## config.mk

```make
export PLATFORM = sky130hd
export DESIGN_NAME = utf8_latin1_transcoder_core_flat
export DESIGN_NICKNAME = d
export VERILOG_FILES = /design/src/sv/utl_pkg.sv /design/src/sv/utl_if.sv /design/src/sv/utl_conv.sv /design/src/sv/utl_obuf.sv /design/src/sv/utl_latin1_transcoder_core.sv /design/src/flat_wrapper.sv
export SDC_FILE = /design/constraint.sdc
export NUM_CORES = 1
export LEC_CHECK = 0
export BUFFER_PORTS_ARGS = -buffer_cell sky130_fd_sc_hd__buf_2
export CAP_MARGIN = 25
export CORE_ASPECT_RATIO = 0.8
export CORE_MARGIN = 2
export CORE_UTILIZATION = 50
export DETAILED_ROUTE_END_ITERATION = 10
export GPL_TIMING_DRIVEN = 0
export PLACE_DENSITY = 0.75
export SYNTH_ARGS = -nofsm -noshare
export SYNTH_HDL_FRONTEND = slang
export SYNTH_HIERARCHICAL = 1
export SYNTH_SLANG_ARGS = --single-unit
export TNS_END_PERCENT = 50
```

## constraint.sdc

```tcl
create_clock -name clk -period 2.42 [get_ports clk]
set_clock_uncertainty 0.1 [all_clocks]
set_input_delay 0.363 -clock clk [delete_from_list [all_inputs] [get_ports clk]]
set_output_delay 0.363 -clock clk [all_outputs]
set_load 0.005 [all_outputs]
```

## src/sv/utl_pkg.sv

```systemverilog
// ----------------------------------------------------------------------------
// utl_pkg
// Shared types and constants of the UTF-8 / eight-bit byte transcoder.
// ----------------------------------------------------------------------------
package utl_pkg;

	// configuration register indexes
	localparam int CFG_IDX_W = 2;
	localparam logic [CFG_IDX_W-1:0] CFG_SOURCE_IS_UTF8 = 2'd0;
	localparam logic [CFG_IDX_W-1:0] CFG_DEST_IS_UTF8   = 2'd1;

	// one result item
	typedef struct packed {
		logic [7:0] out_byte;
		logic       run_last;
		logic       end_of_output;
	} result_t;

	// encoding selection
	typedef struct packed {
		logic source_is_utf8;
		logic dest_is_utf8;
	} mode_t;

	// results of one input item, handed from the converter to the result buffer
	typedef struct packed {
		logic       load;   // an item leaves the converter this cycle
		logic [1:0] count;  // results it gives: 0, 1 or 2
		result_t    r0;
		result_t    r1;
	} conv_res_t;

endpackage

```

## src/sv/utl_if.sv

```systemverilog
// ----------------------------------------------------------------------------
// utl_in_if / utl_out_if / utl_cfg_if
// Valid/ready channels of the transcoder: source bytes, result bytes and
// configuration writes.
// ----------------------------------------------------------------------------
interface utl_in_if;
	logic       valid;
	logic       ready;
	logic [7:0] in_byte;
	logic       string_end;

	modport source (output valid, in_byte, string_end, input ready);
	modport sink   (input valid, in_byte, string_end, output ready);
endinterface

interface utl_out_if;
	logic       valid;
	logic       ready;
	logic [7:0] out_byte;
	logic       run_last;
	logic       end_of_output;

	modport source (output valid, out_byte, run_last, end_of_output, input ready);
	modport sink   (input valid, out_byte, run_last, end_of_output, output ready);
endinterface

interface utl_cfg_if;
	logic                          valid;
	logic                          ready;
	logic [utl_pkg::CFG_IDX_W-1:0] index;
	logic                          data;

	modport source (output valid, index, data, input ready);
	modport sink   (input valid, index, data, output ready);
endinterface

```

## src/sv/utl_conv.sv

```systemverilog
// ----------------------------------------------------------------------------
// utl_conv
// Input register, decode state and the byte conversion logic. Produces up
// to two result items per source byte.
// ----------------------------------------------------------------------------
module utl_conv (
	input  logic               clk,
	input  logic               arst_n,
	input  utl_pkg::mode_t     mode,
	input  logic               state_clr,
	input  logic               in_valid,
	output logic               in_ready,
	input  logic [7:0]         in_byte,
	input  logic               string_end,
	input  logic               load_rdy,
	output utl_pkg::conv_res_t res
);
	import utl_pkg::*;

	localparam logic [7:0] ASCII_LIMIT = 8'h80;
	localparam logic [7:0] LEAD3_MIN   = 8'he0;
	localparam logic [7:0] LEAD4_MIN   = 8'hf0;
	localparam logic [7:0] LONE_BYTE   = 8'hff;
	localparam logic [7:0] ENC_LEAD    = 8'hc0;
	localparam logic [7:0] ENC_CONT    = 8'h80;
	localparam logic [7:0] CONT_MASK   = 8'h3f;

	logic       vld_s1;
	logic [7:0] byte_s1;
	logic       end_s1;

	// only the low two bits of the gathered code reach the low output byte
	logic [1:0] pend_q;
	logic [1:0] rem_q;

	logic       fire;
	logic [1:0] rem_new;
	logic       emit;
	logic [7:0] code8;
	logic [1:0] pend_nxt;
	logic [1:0] rem_nxt;

	assign fire     = vld_s1 && load_rdy;
	assign in_ready = !vld_s1 || load_rdy;

	// input register
	always_ff @(posedge clk or negedge arst_n) begin
		if (!arst_n) begin
			vld_s1 <= 1'b0;
		end else if (in_ready) begin
			vld_s1 <= in_valid;
		end
	end

	always_ff @(posedge clk) begin
		if (in_valid && in_ready) begin
			byte_s1 <= in_byte;
			end_s1  <= string_end;
		end
	end

	// conversion of the registered byte
	always_comb begin
		res          = '0;
		res.load     = fire;
		rem_new      = 2'd0;
		emit         = 1'b0;
		code8        = 8'h00;
		pend_nxt     = 2'd0;
		rem_nxt      = 2'd0;
		if (mode.source_is_utf8 == mode.dest_is_utf8) begin
			res.count = 2'd1;
			res.r0    = '{out_byte: byte_s1, run_last: 1'b1, end_of_output: end_s1};
		end else if (mode.dest_is_utf8) begin
			if (byte_s1 < ASCII_LIMIT) begin
				res.count = 2'd1;
				res.r0    = '{out_byte: byte_s1, run_last: 1'b1, end_of_output: end_s1};
			end else begin
				res.count = 2'd2;
				res.r0    = '{out_byte: ENC_LEAD | {6'b0, byte_s1[7:6]},
					run_last: 1'b0, end_of_output: 1'b0};
				res.r1    = '{out_byte: ENC_CONT | (byte_s1 & CONT_MASK),
					run_last: 1'b1, end_of_output: end_s1};
			end
		end else begin
			// UTF-8 decode: class of the byte and the code's low byte
			priority if (rem_q != 2'd0) begin
				rem_new = rem_q - 2'd1;
				code8   = {pend_q, byte_s1[5:0]};
			end else if (byte_s1 < ASCII_LIMIT || byte_s1 == LONE_BYTE) begin
				rem_new = 2'd0;
				code8   = byte_s1;
			end else if (byte_s1 < LEAD3_MIN) begin
				rem_new = 2'd1;
			end else if (byte_s1 < LEAD4_MIN) begin
				rem_new = 2'd2;
			end else begin
				rem_new = 2'd3;
			end
			// truncated sequence: missing bytes are zero bits
			if (rem_new == 2'd1) begin
				code8 = {byte_s1[1:0], 6'b0};
			end else if (rem_new != 2'd0) begin
				code8 = 8'h00;
			end
			emit = (rem_new == 2'd0) || end_s1;
			if (emit) begin
				res.count = 2'd1;
				res.r0    = '{out_byte: code8, run_last: 1'b1, end_of_output: end_s1};
			end else begin
				pend_nxt = byte_s1[1:0];
				rem_nxt  = rem_new;
			end
		end
	end

	// decode state
	always_ff @(posedge clk or negedge arst_n) begin
		if (!arst_n) begin
			pend_q <= 2'd0;
			rem_q  <= 2'd0;
		end else if (state_clr) begin
			pend_q <= 2'd0;
			rem_q  <= 2'd0;
		end else if (fire) begin
			pend_q <= pend_nxt;
			rem_q  <= rem_nxt;
		end
	end

endmodule

```

## src/sv/utl_obuf.sv

```systemverilog
// ----------------------------------------------------------------------------
// utl_obuf
// Two-entry result register. Takes all results of one item at once and
// hands them out one per cycle while the result port is ready.
// ----------------------------------------------------------------------------
module utl_obuf (
	input  logic               clk,
	input  logic               arst_n,
	input  utl_pkg::conv_res_t res,
	output logic               load_rdy,
	output logic               out_valid,
	input  logic               out_ready,
	output utl_pkg::result_t   out_item
);
	import utl_pkg::*;

	result_t    e0_q;
	result_t    e1_q;
	logic [1:0] cnt_q;
	logic       pop;

	assign out_valid = (cnt_q != 2'd0);
	assign out_item  = e0_q;
	assign pop       = out_valid && out_ready;
	assign load_rdy  = (cnt_q == 2'd0) || (cnt_q == 2'd1 && pop);

	// fill count
	always_ff @(posedge clk or negedge arst_n) begin
		if (!arst_n) begin
			cnt_q <= 2'd0;
		end else if (res.load && res.count != 2'd0) begin
			cnt_q <= res.count;
		end else if (pop) begin
			cnt_q <= cnt_q - 2'd1;
		end
	end

	// entries
	always_ff @(posedge clk) begin
		if (res.load && res.count != 2'd0) begin
			e0_q <= res.r0;
			e1_q <= res.r1;
		end else if (pop) begin
			e0_q <= e1_q;
		end
	end

endmodule

```

## src/sv/utl_latin1_transcoder_core.sv

```systemverilog
// ----------------------------------------------------------------------------
// utf8_latin1_transcoder_core
// Byte-stream transcoder between eight-bit and UTF-8 text.
//
//   channel   dir   payload                                  accepted when
//   src_ch    in    in_byte, string_end                      valid && ready
//   res_ch    out   out_byte, run_last, end_of_output        valid && ready
//   cfg_ch    in    index, data                              valid && ready
//
// A byte is registered, converted, and its results are registered in the
// result buffer for res_ch. One source byte per cycle while res_ch is ready;
// an eight-bit byte >= 0x80 sent as UTF-8 gives two results, sent one by one.
// Reset clears the registers to eight-bit in/out and drops any open sequence.
// A stalled result port holds up the input as soon as a byte waits in the
// input register behind results still in the result buffer.
// ----------------------------------------------------------------------------
module utf8_latin1_transcoder_core (
	input  logic      clk,
	input  logic      arst_n,
	utl_in_if.sink    src_ch,
	utl_out_if.source res_ch,
	utl_cfg_if.sink   cfg_ch
);
	import utl_pkg::*;

	mode_t     mode_q;
	logic      cfg_wr;
	logic      state_clr;
	logic      load_rdy;
	conv_res_t res;
	result_t   out_item;

	// configuration registers
	assign cfg_ch.ready = 1'b1;
	assign cfg_wr       = cfg_ch.valid && cfg_ch.ready;
	assign state_clr    = cfg_wr &&
		(cfg_ch.index == CFG_SOURCE_IS_UTF8 || cfg_ch.index == CFG_DEST_IS_UTF8);

	always_ff @(posedge clk or negedge arst_n) begin
		if (!arst_n) begin
			mode_q <= '0;
		end else if (cfg_wr) begin
			unique case (cfg_ch.index)
				CFG_SOURCE_IS_UTF8: mode_q.source_is_utf8 <= cfg_ch.data;
				CFG_DEST_IS_UTF8:   mode_q.dest_is_utf8   <= cfg_ch.data;
				default:            mode_q                <= mode_q;
			endcase
		end
	end

	// converter
	utl_conv u_conv (
		.clk        (clk),
		.arst_n     (arst_n),
		.mode       (mode_q),
		.state_clr  (state_clr),
		.in_valid   (src_ch.valid),
		.in_ready   (src_ch.ready),
		.in_byte    (src_ch.in_byte),
		.string_end (src_ch.string_end),
		.load_rdy   (load_rdy),
		.res        (res)
	);

	// result buffer
	utl_obuf u_obuf (
		.clk       (clk),
		.arst_n    (arst_n),
		.res       (res),
		.load_rdy  (load_rdy),
		.out_valid (res_ch.valid),
		.out_ready (res_ch.ready),
		.out_item  (out_item)
	);

	assign res_ch.out_byte      = out_item.out_byte;
	assign res_ch.run_last      = out_item.run_last;
	assign res_ch.end_of_output = out_item.end_of_output;

`ifndef SYNTHESIS
	// the first byte of a two-byte encoding is always followed by the second
	a_pair_follows: assert property (@(posedge clk) disable iff (!arst_n)
		res_ch.valid && !res_ch.run_last |=> res_ch.valid)
		else $error("second byte of a pair missing");

	// the end of the string is always the end of an item's results
	a_end_is_last: assert property (@(posedge clk) disable iff (!arst_n)
		res_ch.valid && res_ch.end_of_output |-> res_ch.run_last)
		else $error("end_of_output without run_last");

	// an empty result buffer never holds up the input
	a_empty_ready: assert property (@(posedge clk) disable iff (!arst_n)
		!res_ch.valid |-> src_ch.ready)
		else $error("input stalled with empty result buffer");
`endif

endmodule
```

## src/flat_wrapper.sv

```systemverilog
// flat-port wrapper written by rule: the top's interface ports become plain ports
module utf8_latin1_transcoder_core_flat import utl_pkg::*;
  (clk, arst_n, src_ch_valid, src_ch_in_byte, src_ch_string_end, src_ch_ready, res_ch_valid, res_ch_out_byte, res_ch_run_last, res_ch_end_of_output, res_ch_ready, cfg_ch_valid, cfg_ch_index, cfg_ch_data, cfg_ch_ready);
  utl_in_if src_ch_i ();
  utl_out_if res_ch_i ();
  utl_cfg_if cfg_ch_i ();
  input  logic clk;
  input  logic arst_n;
  input wire logic [$bits(src_ch_i.valid)-1:0] src_ch_valid;
  input wire logic [$bits(src_ch_i.in_byte)-1:0] src_ch_in_byte;
  input wire logic [$bits(src_ch_i.string_end)-1:0] src_ch_string_end;
  output wire logic [$bits(src_ch_i.ready)-1:0] src_ch_ready;
  output wire logic [$bits(res_ch_i.valid)-1:0] res_ch_valid;
  output wire logic [$bits(res_ch_i.out_byte)-1:0] res_ch_out_byte;
  output wire logic [$bits(res_ch_i.run_last)-1:0] res_ch_run_last;
  output wire logic [$bits(res_ch_i.end_of_output)-1:0] res_ch_end_of_output;
  input wire logic [$bits(res_ch_i.ready)-1:0] res_ch_ready;
  input wire logic [$bits(cfg_ch_i.valid)-1:0] cfg_ch_valid;
  input wire logic [$bits(cfg_ch_i.index)-1:0] cfg_ch_index;
  input wire logic [$bits(cfg_ch_i.data)-1:0] cfg_ch_data;
  output wire logic [$bits(cfg_ch_i.ready)-1:0] cfg_ch_ready;
  assign src_ch_i.valid = src_ch_valid;
  assign src_ch_i.in_byte = src_ch_in_byte;
  assign src_ch_i.string_end = src_ch_string_end;
  assign src_ch_ready = src_ch_i.ready;
  assign res_ch_valid = res_ch_i.valid;
  assign res_ch_out_byte = res_ch_i.out_byte;
  assign res_ch_run_last = res_ch_i.run_last;
  assign res_ch_end_of_output = res_ch_i.end_of_output;
  assign res_ch_i.ready = res_ch_ready;
  assign cfg_ch_i.valid = cfg_ch_valid;
  assign cfg_ch_i.index = cfg_ch_index;
  assign cfg_ch_i.data = cfg_ch_data;
  assign cfg_ch_ready = cfg_ch_i.ready;
  utf8_latin1_transcoder_core u_core (.clk(clk), .arst_n(arst_n), .src_ch(src_ch_i), .res_ch(res_ch_i), .cfg_ch(cfg_ch_i));
endmodule
```

Word-level counts from Yosys, hierarchy flattened
Cells that the tools add are included.
- output and inout bits: 13
- register bits after elaboration: 38
- logic and storage cells: 80
- add/subtract/negate cells: 2
- order comparisons: 3
- muxes and demuxes: 29
- reductions and logical operators: 25
- bitwise logic cells: 1
- equal/unequal tests: 5
- operators by type and width (operator ; number):
    $mux W12 ; 3
    $mux W2 ; 17
    $mux W8 ; 4
    $mux W10 ; 3
    $lt A8 B8 Y1 const B ; 3
    $reduce_bool A2 Y1 ; 6
    $mux W11 ; 1
    $eq A8 B8 Y1 const B ; 1
    $eq A2 B1 Y1 const B ; 3
    $logic_and A1 B1 Y1 ; 6
    $logic_not A2 Y1 ; 3
    $logic_or A1 B1 Y1 ; 5
    $reduce_and A2 Y1 ; 2
    $sub A2 B1 Y2 const B ; 2
    $reduce_or A3 Y1 ; 1
    $reduce_or A2 Y1 ; 1
    $eq A1 B1 Y1 ; 1
    $logic_not A1 Y1 ; 1
    $mux W1 ; 1
    $not A1 Y1 ; 1

Longest topological paths before layout
Gate-level depths: netlist of the first run.
- word-level depth: 16
- mapped depth: 10
- depth with buffers taken out: 8

Hierarchy
The synthesis of the first run kept the hierarchy.
- by module, submodules not included (module ; cells each ; area an instance (µm²) ; times used):
    utl_obuf ; 51 ; 924.6 ; 1
    utl_conv ; 83 ; 838.3 ; 1
    utf8_latin1_transcoder_core ; 9 ; 116.4 ; 1

Worst setup path after synthesis of the first run
No wires, ideal clock.
- path kind: register -> register
- from: register u_core/mode_q[1] (netlist name)
- to: register u_core.u_obuf.e0_q (netlist bit u_core/u_obuf/out_item[0]) (enable)
- arrival time: 1.929 ns
- cell stages (with the launch flop): 10
- setup slack: 0.098 ns
- library setup time: 0.293 ns
- data required time: 2.027 ns
- cells stage by stage: dfrtp_1 nor2b_1 nand2_1 inv_1 nor2_1 buf_4 o21ai_2 buf_6 inv_4 or2_1
- RTL lines (element ; line ; text):
    start, declared ; utl_latin1_transcoder_core.sv:26 ; mode_t mode_q;
    start signal, assigned ; utl_latin1_transcoder_core.sv:46 ; default: mode_q <= mode_q;
    end signal, assigned ; utl_obuf.sv:41 ; e0_q <= res.r0;
    end signal, assigned ; utl_obuf.sv:44 ; e0_q <= e1_q;
    end, declared ; utl_obuf.sv:17 ; result_t e0_q;

==> results of run 1 <==
-- per-stage QoR --
step / setup TNS, ps / std cells / area, sq um / utilization
global placement: -3320 / 213 / 2070 / 0.589
floorplan: 0 / 143 / 1880 / -
global route: -280 / 230 / 2260 / 0.643
finish: 0 / 230 / 2260 / 0.643
CTS: 0 / 225 / 2220 / 0.632
detailed placement: -4040 / 213 / 2070 / 0.589
-- layout make-up --
class                           instances  area, sq um
Multi-Input combinational cell         90          712
Timing Repair Buffer                   37          223
Clock buffer                            8         90.1
Tap cell                               42         52.6
Buffer                                  8         61.3
Sequential cell                        38         1100
Inverter                                7         28.8
Fill cell                             268         1250
-- cells by family after synthesis --
family | Yosys count | share of synthesized area
other cells | 2 | 0.00400
simple gates | 52 | 0.167
fa+ha+maj | 2 | 0.0133
buf+inv | 15 | 0.0473
xor+xnor | 1 | 0.00466
flops | 38 | 0.583
mux | 13 | 0.0979
compound gates | 20 | 0.0826
-- registers in the layout (all words and copies together) (netlist names) --
name,flops
u_core/u_obuf/e1_q,10
u_core/u_obuf/out_item,10
u_core/u_conv/byte_s1,8
u_core/mode_q,2
u_core/u_conv/pend_q,2
u_core/u_conv/rem_q,2
u_core/u_obuf/cnt_q,2
u_core/u_conv/end_s1,1
u_core/u_conv/vld_s1,1
-- worst reg2reg max path, stage by stage (launching register included) --
cell and delay, ps:
edfxtp_1 440, nor2b_1 240, o22ai_2 160, nor3_2 190
nor2_2 80, buf_4 150, o21ai_2 180, buf_6 170
buf_4 130, mux2_4 290
-- metal layers --
layer	part of all wire	GRT usage	up-vias	routed length, um
met5	0	0	-	0
met4	0.024	0.0926	0	83
met3	0.057	0.0531	8	198
met2	0.49	0.306	61	1710
met1	0.43	0.192	589	1470
li1	-	-	606	-
-- cells in the mapped netlist (2+ instances only) --
master     n  share of area
nand3_1    2         0.0053
ha_1       2          0.013
and3_1     7          0.023
mux2_4    10          0.080
nor2b_1    3          0.010
edfxtp_1  29           0.46
nand3b_1   2         0.0080
conb_1     2         0.0040
and2_1     6          0.020
nor2_1     6          0.012
inv_1      5          0.010
a21oi_1    3         0.0080
nand2_1   11          0.022
and4_1     2         0.0093
a22o_1     3          0.014
nand2b_1   2         0.0067
buf_4      6          0.024
dfrtp_1    9           0.12
nor3_1     2         0.0053
a32oi_1    2         0.0093
mux2_2     2          0.012
-- power groups by stage --
| stage | logic [uW] | registers (uW) | clock network [uW] |
|---|---|---|---|
| 6_report | 1030 | 1120 | 434 |
| 2_1_floorplan | 645 | 1110 | 0 |
| 3_5_place_dp | 898 | 1130 | 0 |
| 3_3_place_gp | 861 | 1110 | 0 |
| 4_1_cts | 988 | 1120 | 450 |
| 5_1_grt | 1100 | 1140 | 475 |
-- what timing repair did --
item,4_1_cts,5_1_grt
setup endpoints to repair,19,18
buffers inserted,3,5
hold buffers,1,0
pin swaps,0,1
endpoints found under the hold margin,9,0
resized for setup,5,1
-- path summary, 6_finish.rpt --
kind / cells after the start / end / from / slack [ps]
max in group asynchronous: 2 / u_core/mode_q[1] / arst_n / 1670
hold reg to reg: 1 / u_core/u_conv/pend_q[0] / u_core/u_conv/pend_q[0] / 400
setup / recovery: 9 / u_core/u_obuf/out_item[9] / u_core/u_conv/byte_s1[7] / 60
setup reg to reg: 9 / u_core/u_obuf/out_item[9] / u_core/u_conv/byte_s1[7] / 60
min in group asynchronous: 2 / u_core/mode_q[0] / arst_n / 360
hold / removal: 1 / u_core/u_conv/byte_s1[2] / src_ch_in_byte[2] / 140
==> impl_metrics.prom, run 1 <==
# TYPE chip_impl_metric gauge
chip_impl_info{name="worst-setup-path-type",value="flip-flop to flip-flop"} 1
chip_impl_metric{name="design.final.nets",unit=""} 206
chip_impl_metric{name="clock_latency",unit="ps"} 290
chip_impl_info{name="run_status",value="finished, final reports clean"} 1
chip_impl_metric{name="power_switching_share",unit=""} 0.305
chip_impl_metric{name="post_synth_inst_count",unit=""} 143
chip_impl_info{name="final_common_cell",value="edfxtp_1"} 1
chip_impl_metric{name="post_drt_via_cell_ratio",unit=""} 5.50
chip_impl_metric{name="numPortBuffers",unit=""} 28
chip_impl_metric{name="timing.final.crit_period",unit="ps"} 2360
chip_impl_metric{name="total_leakage_power",unit="uW"} 0.000987
chip_impl_metric{name="htreeDepth",unit=""} 2
chip_impl_metric{name="area_delta_synth_final",unit="%"} 20.4
chip_impl_metric{name="asyncSetResetFlopFracSynth",unit=""} 0.237
chip_impl_metric{name="timing.final.ws_setup",unit="ps"} 63.2
chip_impl_metric{name="drive_gt1_frac",unit=""} 0.399
chip_impl_metric{name="wire_length_of_the_first_global_routing_pass",unit="um"} 5450
chip_impl_info{name="critPathCaptureType",value="flip-flop"} 1
chip_impl_metric{name="row_count",unit=""} 19
chip_impl_metric{name="grt_start_max_net_pins",unit=""} 12
chip_impl_metric{name="clock_power_share",unit=""} 0.168
chip_impl_metric{name="dp_hpwl",unit="um"} 2460
chip_impl_metric{name="max-vdd-ir-drop",unit="mV"} 0.508
chip_impl_info{name="cts_tree",value="built"} 1
chip_impl_metric{name="die_area",unit="sq mm"} 0.00427
chip_impl_metric{name="die_height",unit="um"} 58.8
chip_impl_info{name="cts-root-buf",value="clkbuf_8"} 1
chip_impl_metric{name="num_antenna_cells",unit=""} 0
chip_impl_info{name="path_common_cell",value="buf_4"} 1
chip_impl_metric{name="report.final.setup_viol",unit=""} 0
chip_impl_metric{name="gp_congestion",unit=""} 0.857
chip_impl_metric{name="cts-buffers-inserted",unit=""} 5
chip_impl_metric{name="ioPinCount",unit=""} 30
chip_impl_metric{name="synth.yosys.seq_area_share",unit=""} 0.583
chip_impl_metric{name="die-width",unit="um"} 72.5
chip_impl_info{name="synthFlopType",value="edfxtp_1"} 1
chip_impl_metric{name="placement.setup.worst_slack",unit="ps"} -330
chip_impl_metric{name="routed-via-count",unit=""} 1264
chip_impl_metric{name="total_switching_power",unit="uW"} 787
chip_impl_metric{name="comb_pwr_share",unit=""} 0.398
chip_impl_metric{name="tritoncts_num_sinks",unit=""} 38
chip_impl_metric{name="initial_antenna_violation_count",unit=""} 0
chip_impl_metric{name="period_share",unit=""} 0.974
chip_impl_metric{name="cts.reportedPaths.clkPinSlew",unit="ps"} 70
chip_impl_metric{name="grt_remaining_overflow",unit=""} 0
chip_impl_metric{name="max_stage_delay",unit="ps"} 440
chip_impl_metric{name="drt_wl_total",unit="um"} 3460
chip_impl_metric{name="power_report.internal_total",unit="uW"} 1790
chip_impl_metric{name="finalPower",unit="uW"} 2580
chip_impl_metric{name="max-cap-violations",unit=""} 0
chip_impl_metric{name="core_area",unit="sq mm"} 0.00352
chip_impl_metric{name="grt_pass1_vias",unit=""} 1199
chip_impl_metric{name="finalHoldViolCount",unit=""} 0
chip_impl_info{name="crit_chain",value="nor2b_1 > o22ai_2 > nor3_2 > nor2_2 > buf_4 > o21ai_2 > buf_6 > buf_4 > mux2_4"} 1
chip_impl_info{name="most-common-layout-cells",value="edfxtp_1 (29), buf_2 (28), buf_4 (13), nand2_1 (11), mux2_4 (10)"} 1
chip_impl_metric{name="initial_utilization",unit=""} 0.534
chip_impl_metric{name="wl_per_cell",unit="um"} 15.1
chip_impl_info{name="worstHoldPathType",value="input pin to flip-flop"} 1
chip_impl_metric{name="syn-num-nets",unit=""} 162
chip_impl_metric{name="timing.critical_path.arrival",unit="ps"} 2300
chip_impl_metric{name="crit_buf_inv",unit=""} 3
chip_impl_metric{name="mappedNetlistArea",unit="sq mm"} 0.00188
chip_impl_metric{name="first_pass_iters",unit=""} 5
chip_impl_metric{name="track_usage",unit=""} 0.175
chip_impl_metric{name="drtAntennaViolNets",unit=""} 0
chip_impl_metric{name="pd_cells",unit="mW/mm^2"} 1140
chip_impl_metric{name="max_clock_freq",unit="MHz"} 424
chip_impl_metric{name="ys_types",unit=""} 48
chip_impl_metric{name="count_of_flip_flops_with_a_built_in_enable_after_synthesis",unit=""} 29
chip_impl_info{name="critical_path.startpoint_type",value="flip-flop"} 1
chip_impl_metric{name="synth-seq-cells",unit=""} 38
chip_impl_metric{name="data_required_time_at_the_worst_endpoint",unit="ps"} 2360
chip_impl_info{name="timing.critical_path.max_delay_family",value="simple AND/OR/NAND/NOR gates"} 1
chip_impl_metric{name="hold-worst-slack",unit="ps"} 144
chip_impl_metric{name="critical_path_peak_fanout",unit=""} 5
chip_impl_metric{name="report.final.slew_viol_count",unit=""} 0
chip_impl_metric{name="syn-mean-instance-area",unit="sq um"} 13.1
chip_impl_info{name="critical-path-slowest-cell",value="edfxtp_1"} 1
chip_impl_metric{name="drc",unit=""} 0
chip_impl_metric{name="number_of_design_rule_violations_left_by_the_first_detailed_router_iteration",unit=""} 77
chip_impl_metric{name="cts_buffer_depth",unit=""} 2
chip_impl_metric{name="p_seq_frac",unit=""} 0.434
chip_impl_metric{name="synth.yosys.warnings",unit=""} 6
(Power assumes the default switching activity.)
==> run 2, diff against run 1 <==
- CORE_UTILIZATION: 50 -> 56
- PLACE_DENSITY: 0.75 -> 0.79
- clock period: 2.42 -> 2.6 ns (I/O delays scaled with it)
==> run 2 against run 1 <==
  * Register-to-register slack improved by 100 ps
  * Sequential share of layout area rose by 1.9 points
  * Fmax fell by 3.2%
  * Core utilization rose by 4.8 points
  * Critical path depth did not move
  * Via count fell by 3.0%
  * Clock-buffer cell count did not move
  * Cell count fell by 4.3%
  * Total power fell by 11%
==> impl_metrics.prom, run 2 (same netlist as run 1, synthesis figures left out) <==
# TYPE chip_impl_metric gauge
chip_impl_metric{name="final_core_util",unit=""} 0.691
chip_impl_metric{name="setup.reg_to_reg.worst_slack",unit="ps"} 160
chip_impl_info{name="crit_chain",value="nor2b_1 > o22ai_2 > nor3_2 > nor2_1 > buf_4 > o21ai_2 > buf_6 > inv_4 > or2_4"} 1
chip_impl_metric{name="cts.reportedPaths.clkPinSlew",unit="ps"} 70
chip_impl_metric{name="first_pass_iters",unit=""} 4
chip_impl_metric{name="grt_remaining_overflow",unit=""} 0
chip_impl_metric{name="pd_cells",unit="mW/mm^2"} 1050
chip_impl_metric{name="grt_start_max_net_pins",unit=""} 12
chip_impl_metric{name="final.fill_count",unit=""} 238
chip_impl_metric{name="max-vdd-ir-drop",unit="mV"} 0.514
chip_impl_metric{name="timing.critical_path.arrival",unit="ps"} 2370
chip_impl_metric{name="max_clock_freq",unit="MHz"} 411
chip_impl_metric{name="report.final.setup_viol",unit=""} 0
chip_impl_metric{name="max_stage_delay",unit="ps"} 450
chip_impl_info{name="worst-setup-path-type",value="flip-flop to flip-flop"} 1
chip_impl_metric{name="row_count",unit=""} 18
chip_impl_metric{name="wl_per_cell",unit="um"} 15.6
chip_impl_metric{name="critical_path_peak_fanout",unit=""} 11
chip_impl_metric{name="drive_gt1_frac",unit=""} 0.361
chip_impl_metric{name="gp_congestion",unit=""} 0.870
chip_impl_info{name="critical_path.startpoint_type",value="flip-flop"} 1
chip_impl_metric{name="initial_antenna_violation_count",unit=""} 0
chip_impl_metric{name="drc",unit=""} 0
chip_impl_info{name="cts-root-buf",value="clkbuf_8"} 1
chip_impl_metric{name="period_share",unit=""} 0.937
chip_impl_metric{name="area_delta_synth_final",unit="%"} 15.9
chip_impl_metric{name="routed-via-count",unit=""} 1226
chip_impl_metric{name="wire_length_of_the_first_global_routing_pass",unit="um"} 5690
chip_impl_metric{name="cts_buffer_depth",unit=""} 2
chip_impl_info{name="hold_end",value="u_core/u_conv/byte_s1[6]"} 1
chip_impl_metric{name="core_area",unit="sq mm"} 0.00315
chip_impl_metric{name="worst_r2r_path_depth",unit=""} 9
chip_impl_metric{name="timing.final.ws_setup",unit="ps"} 165
chip_impl_metric{name="hold_path_depth",unit=""} 1
chip_impl_metric{name="die_area",unit="sq mm"} 0.00384
chip_impl_info{name="critical_path.reg2reg.startpoint",value="u_core/u_conv/byte_s1[7]"} 1
chip_impl_metric{name="num_antenna_cells",unit=""} 0
chip_impl_metric{name="drt_wl_total",unit="um"} 3440
chip_impl_metric{name="die_height",unit="um"} 55.8
chip_impl_metric{name="finalHoldViolCount",unit=""} 0
chip_impl_metric{name="data_required_time_at_the_worst_endpoint",unit="ps"} 2530
chip_impl_metric{name="drtAntennaViolNets",unit=""} 0
chip_impl_metric{name="grt_pass1_vias",unit=""} 1215
chip_impl_metric{name="dp_hpwl",unit="um"} 2540
chip_impl_info{name="worstHoldPathType",value="input pin to flip-flop"} 1
chip_impl_info{name="critical-path-slowest-cell",value="edfxtp_1"} 1
chip_impl_info{name="most-common-layout-cells",value="edfxtp_1 (29), buf_2 (28), nand2_1 (11), mux2_4 (10), dfrtp_1 (9)"} 1
chip_impl_info{name="timing.critical_path.max_delay_family",value="simple AND/OR/NAND/NOR gates"} 1
chip_impl_metric{name="htreeDepth",unit=""} 2
chip_impl_metric{name="tritoncts_num_sinks",unit=""} 38
chip_impl_metric{name="report.final.slew_viol_count",unit=""} 0
chip_impl_metric{name="clock_latency",unit="ps"} 290
chip_impl_metric{name="total_leakage_power",unit="uW"} 0.000939
chip_impl_info{name="final_common_cell",value="edfxtp_1"} 1
chip_impl_info{name="hold_path_start",value="src_ch_in_byte[6]"} 1
chip_impl_metric{name="ioPinCount",unit=""} 30
chip_impl_metric{name="timing.final.crit_period",unit="ps"} 2440
chip_impl_metric{name="numPortBuffers",unit=""} 28
chip_impl_info{name="crit-reg2reg-capture",value="u_core/u_obuf/out_item[9]"} 1
chip_impl_metric{name="placement.setup.worst_slack",unit="ps"} -206
chip_impl_metric{name="number_of_design_rule_violations_left_by_the_first_detailed_router_iteration",unit=""} 116
chip_impl_metric{name="initial_utilization",unit=""} 0.596
chip_impl_info{name="grt_setup_unrepaired",value="false"} 1
chip_impl_metric{name="crit_buf_inv",unit=""} 3
chip_impl_metric{name="post_drt_via_cell_ratio",unit=""} 5.57
chip_impl_metric{name="hold-worst-slack",unit="ps"} 176
chip_impl_metric{name="max-cap-violations",unit=""} 0
chip_impl_metric{name="design.final.nets",unit=""} 198
chip_impl_info{name="cts_tree",value="built"} 1
chip_impl_metric{name="track_usage",unit=""} 0.208
chip_impl_info{name="critPathCaptureType",value="flip-flop"} 1
chip_impl_info{name="run_status",value="finished, final reports clean"} 1
chip_impl_metric{name="cts-buffers-inserted",unit=""} 5
chip_impl_metric{name="die-width",unit="um"} 68.8
chip_impl_metric{name="finalPower",unit="uW"} 2290
-- run 2: where the power goes --
group	switching [uW]	internal [uW]	leakage (uW)	total [uW]
Combinational	423	438	0.000506	860
Sequential	109	942	0.000393	1050
Clock	189	190	0.0000395	379
-- run 2: layout make-up --
class,count,area (sq um),area share
inverters,7,28.8,0.0132
repair buffers,30,158,0.0724
plain buffers,7,56.3,0.0258
clock buffers,8,80.1,0.0368
well taps,40,50.0,0.0230
multi-input cells,90,709,0.326
flip-flops and latches,38,1100,0.503
-- run 2: how the worst max path moves through the flow --
stage                     depth (start not counted)                startpoint  slack [ps]                        end
final                                             9  u_core/u_conv/byte_s1[7]         160  u_core/u_obuf/out_item[9]
after global routing                              9  u_core/u_conv/byte_s1[7]          20  u_core/u_obuf/out_item[5]
after CTS                                         9  u_core/u_conv/byte_s1[7]          80  u_core/u_obuf/out_item[4]
after detailed placement                          9  u_core/u_conv/byte_s1[7]        -210  u_core/u_obuf/out_item[6]
after global placement                            9  u_core/u_conv/byte_s1[7]         -50  u_core/u_obuf/out_item[8]
after floorplan                                   9          u_core/mode_q[1]         280  u_core/u_obuf/out_item[0]
-- run 2: repair_timing --
action | in CTS | in global routing
hold buffers | 1 | 0
hold endpoints to repair | 9 | 0
setup buffers | 0 | 1
gates resized for setup | 3 | 1
endpoints found under the setup margin | 10 | 10
-- run 2: per-stage QoR --
step	instance area (sq um)	instances	TNS, ps
after floorplan	1880	143	0
after global placement	2070	211	-514
after detailed placement	2070	211	-2060
after CTS	2170	220	0
after global routing	2180	220	0
final	2180	220	0
-- run 2: layer usage --
layer,vias to the layer above,wire [um],global-route usage
met4,0,123,0.109
met1,567,1440,0.267
met3,16,235,0.0628
met5,-,0,0
met2,55,1640,0.315
li1,588,-,-
==> run 3, diff against run 2 <==
- BUFFER_PORTS_ARGS: -buffer_cell sky130_fd_sc_hd__buf_2 -> -buffer_cell sky130_fd_sc_hd__buf_4
- PLACE_DENSITY: 0.79 -> not set
- PLACE_DENSITY_LB_ADDON: not set -> 0.08
- clock period: 2.6 -> 2.57 ns (I/O delays scaled with it)
==> run 3 against run 2 <==
  * Cell area increased by 3.4%
  * Sequential power about the same
  * Cell count stayed put
  * Total power increased by 2.9%
  * Non-clock buffer count unchanged
  * Fmax up 1.6%
==> impl_metrics.prom, run 3 (same netlist as run 1, synthesis figures left out) <==
# TYPE chip_impl_metric gauge
chip_impl_info{name="run_status",value="finished, final reports clean"} 1
chip_impl_metric{name="max-vdd-ir-drop",unit="mV"} 0.551
chip_impl_metric{name="die_area",unit="sq mm"} 0.00384
chip_impl_metric{name="area_delta_synth_final",unit="%"} 19.8
chip_impl_metric{name="max_clock_freq",unit="MHz"} 417
chip_impl_metric{name="design.final.nets",unit=""} 198
chip_impl_metric{name="seqCellArea",unit="sq mm"} 0.00110
chip_impl_metric{name="timing.final.ws_setup",unit="ps"} 172
chip_impl_metric{name="hold_path_depth",unit=""} 1
chip_impl_metric{name="report.final.slew_viol_count",unit=""} 0
chip_impl_metric{name="core_area",unit="sq mm"} 0.00315
chip_impl_metric{name="initial_utilization",unit=""} 0.596
chip_impl_metric{name="dp_hpwl",unit="um"} 2310
chip_impl_metric{name="tritoncts_num_sinks",unit=""} 38
chip_impl_metric{name="pd_cells",unit="mW/mm^2"} 1050
chip_impl_metric{name="number_of_design_rule_violations_left_by_the_first_detailed_router_iteration",unit=""} 62
chip_impl_metric{name="row_count",unit=""} 18
chip_impl_metric{name="grt_start_max_net_pins",unit=""} 13
chip_impl_metric{name="num_antenna_cells",unit=""} 0
chip_impl_metric{name="clock_power_share",unit=""} 0.164
chip_impl_info{name="most-common-layout-cells",value="buf_4 (34), edfxtp_1 (29), nand2_1 (11), mux2_4 (10), dfrtp_1 (9)"} 1
chip_impl_metric{name="gp_congestion",unit=""} 0.850
chip_impl_metric{name="initial_antenna_violation_count",unit=""} 0
chip_impl_metric{name="wire_length_of_the_first_global_routing_pass",unit="um"} 5190
chip_impl_metric{name="post_drt_via_cell_ratio",unit=""} 5.46
chip_impl_metric{name="drc",unit=""} 0
chip_impl_metric{name="wl_per_cell",unit="um"} 14.5
chip_impl_metric{name="comb_pwr_share",unit=""} 0.389
chip_impl_metric{name="routed-via-count",unit=""} 1202
chip_impl_metric{name="worst_r2r_path_depth",unit=""} 9
chip_impl_metric{name="numPortBuffers",unit=""} 28
chip_impl_metric{name="power_report.internal_total",unit="uW"} 1630
chip_impl_info{name="final_common_cell",value="buf_4"} 1
chip_impl_metric{name="clock_latency",unit="ps"} 290
chip_impl_metric{name="max_stage_delay",unit="ps"} 480
chip_impl_info{name="worstHoldPathType",value="input pin to flip-flop"} 1
chip_impl_info{name="worst-setup-path-type",value="flip-flop to flip-flop"} 1
chip_impl_metric{name="period_share",unit=""} 0.933
chip_impl_metric{name="report.final.setup_viol",unit=""} 0
chip_impl_metric{name="total_switching_power",unit="uW"} 721
chip_impl_info{name="critical_path.startpoint_type",value="flip-flop"} 1
chip_impl_metric{name="drive_gt1_frac",unit=""} 0.372
chip_impl_metric{name="power_switching_share",unit=""} 0.306
chip_impl_metric{name="cts-buffers-inserted",unit=""} 5
chip_impl_metric{name="cts_buffer_depth",unit=""} 2
chip_impl_metric{name="finalHoldViolCount",unit=""} 0
chip_impl_metric{name="grt_remaining_overflow",unit=""} 0
chip_impl_metric{name="first_pass_iters",unit=""} 4
chip_impl_metric{name="drtAntennaViolNets",unit=""} 0
chip_impl_metric{name="data_required_time_at_the_worst_endpoint",unit="ps"} 2470
chip_impl_metric{name="timing.critical_path.arrival",unit="ps"} 2300
chip_impl_metric{name="max-cap-violations",unit=""} 0
chip_impl_metric{name="grt_pass1_vias",unit=""} 1161
chip_impl_metric{name="die_height",unit="um"} 55.8
chip_impl_metric{name="ioPinCount",unit=""} 30
chip_impl_metric{name="critical_path_peak_fanout",unit=""} 11
chip_impl_metric{name="final.setup.tns",unit="ps"} 0
chip_impl_metric{name="cts.reportedPaths.clkPinSlew",unit="ps"} 70
chip_impl_info{name="crit_chain",value="nor2b_2 > o22ai_2 > nor3_2 > nor2_1 > buf_4 > o21ai_2 > buf_6 > inv_4 > or2_4"} 1
chip_impl_metric{name="footprint_of_the_multi_input_gates",unit="sq um"} 712
chip_impl_info{name="cts-root-buf",value="clkbuf_8"} 1
chip_impl_metric{name="placement.setup.worst_slack",unit="ps"} -139
chip_impl_metric{name="timing.final.crit_period",unit="ps"} 2400
chip_impl_metric{name="track_usage",unit=""} 0.190
chip_impl_metric{name="p_seq_frac",unit=""} 0.447
chip_impl_info{name="critical-path-slowest-cell",value="edfxtp_1"} 1
chip_impl_metric{name="total_leakage_power",unit="uW"} 0.000962
chip_impl_metric{name="htreeDepth",unit=""} 2
chip_impl_info{name="grt_setup_unrepaired",value="false"} 1
chip_impl_metric{name="final.fill_count",unit=""} 203
chip_impl_info{name="cts_tree",value="built"} 1
chip_impl_metric{name="drt_wl_total",unit="um"} 3180
chip_impl_metric{name="die-width",unit="um"} 68.8
chip_impl_info{name="critPathCaptureType",value="flip-flop"} 1
## run 3: worst max-delay path, delay by kind of cell (launching register included)
kind,cells,cell delay (ps)
buf+inv,3,440
compound gates,2,390
flops,1,480
simple gates,4,690
## run 3: worst paths after layout
path	start	endpoint	slack [ps]
setup / recovery	u_core/u_conv/byte_s1[7]	u_core/u_obuf/out_item[8]	170
hold / removal	src_ch_in_byte[0]	u_core/u_conv/byte_s1[0]	170
setup reg to reg	u_core/u_conv/byte_s1[7]	u_core/u_obuf/out_item[8]	170
hold reg to reg	u_core/u_conv/pend_q[1]	u_core/u_conv/pend_q[1]	420
max in group asynchronous	arst_n	u_core/mode_q[0]	1880
min in group asynchronous	arst_n	u_core/u_conv/vld_s1	350
## run 3: layout make-up
type / instances / area share
Tap cell: 40 / 0.0222
Timing Repair Buffer: 29 / 0.0978
Multi-Input combinational cell: 90 / 0.316
Sequential cell: 38 / 0.487
Clock inverter: 3 / 0.00722
Buffer: 8 / 0.0267
Clock buffer: 5 / 0.0306
Inverter: 7 / 0.0128
## run 3: power by group through the flow
stage	clock, uW	combinational, uW	sequential (uW)
global route	428	1010	1080
detailed placement	0	898	1060
finish	386	917	1050
CTS	406	917	1050
global placement	0	872	1050
floorplan	0	608	1050
## run 3: timing repair
action | 4_1_cts | 5_1_grt
endpoints found under the setup margin | 10 | 11
gates resized for setup | 2 | 3
setup buffers | 0 | 0
endpoints found under the hold margin | 9 | 0
hold buffers | 1 | 0
## run 3: through the flow
step           hold slack (ps)  cell area (sq um)  total power (uW)  utilization  instances
6_report                   170               2250              2360        0.714        220
5_1_grt                    151               2250              2520        0.714        220
4_1_cts                    152               2240              2370        0.710        220
3_5_place_dp               117               2140              1960        0.679        211
3_3_place_gp               113               2140              1930        0.679        211
2_1_floorplan            -10.1               1880              1660            -        143
## run 3: routing by layer
metal	wire length, um	global-route usage
met5	0	0
met4	103	0.129
met3	218	0.0567
met2	1460	0.264
met1	1400	0.253
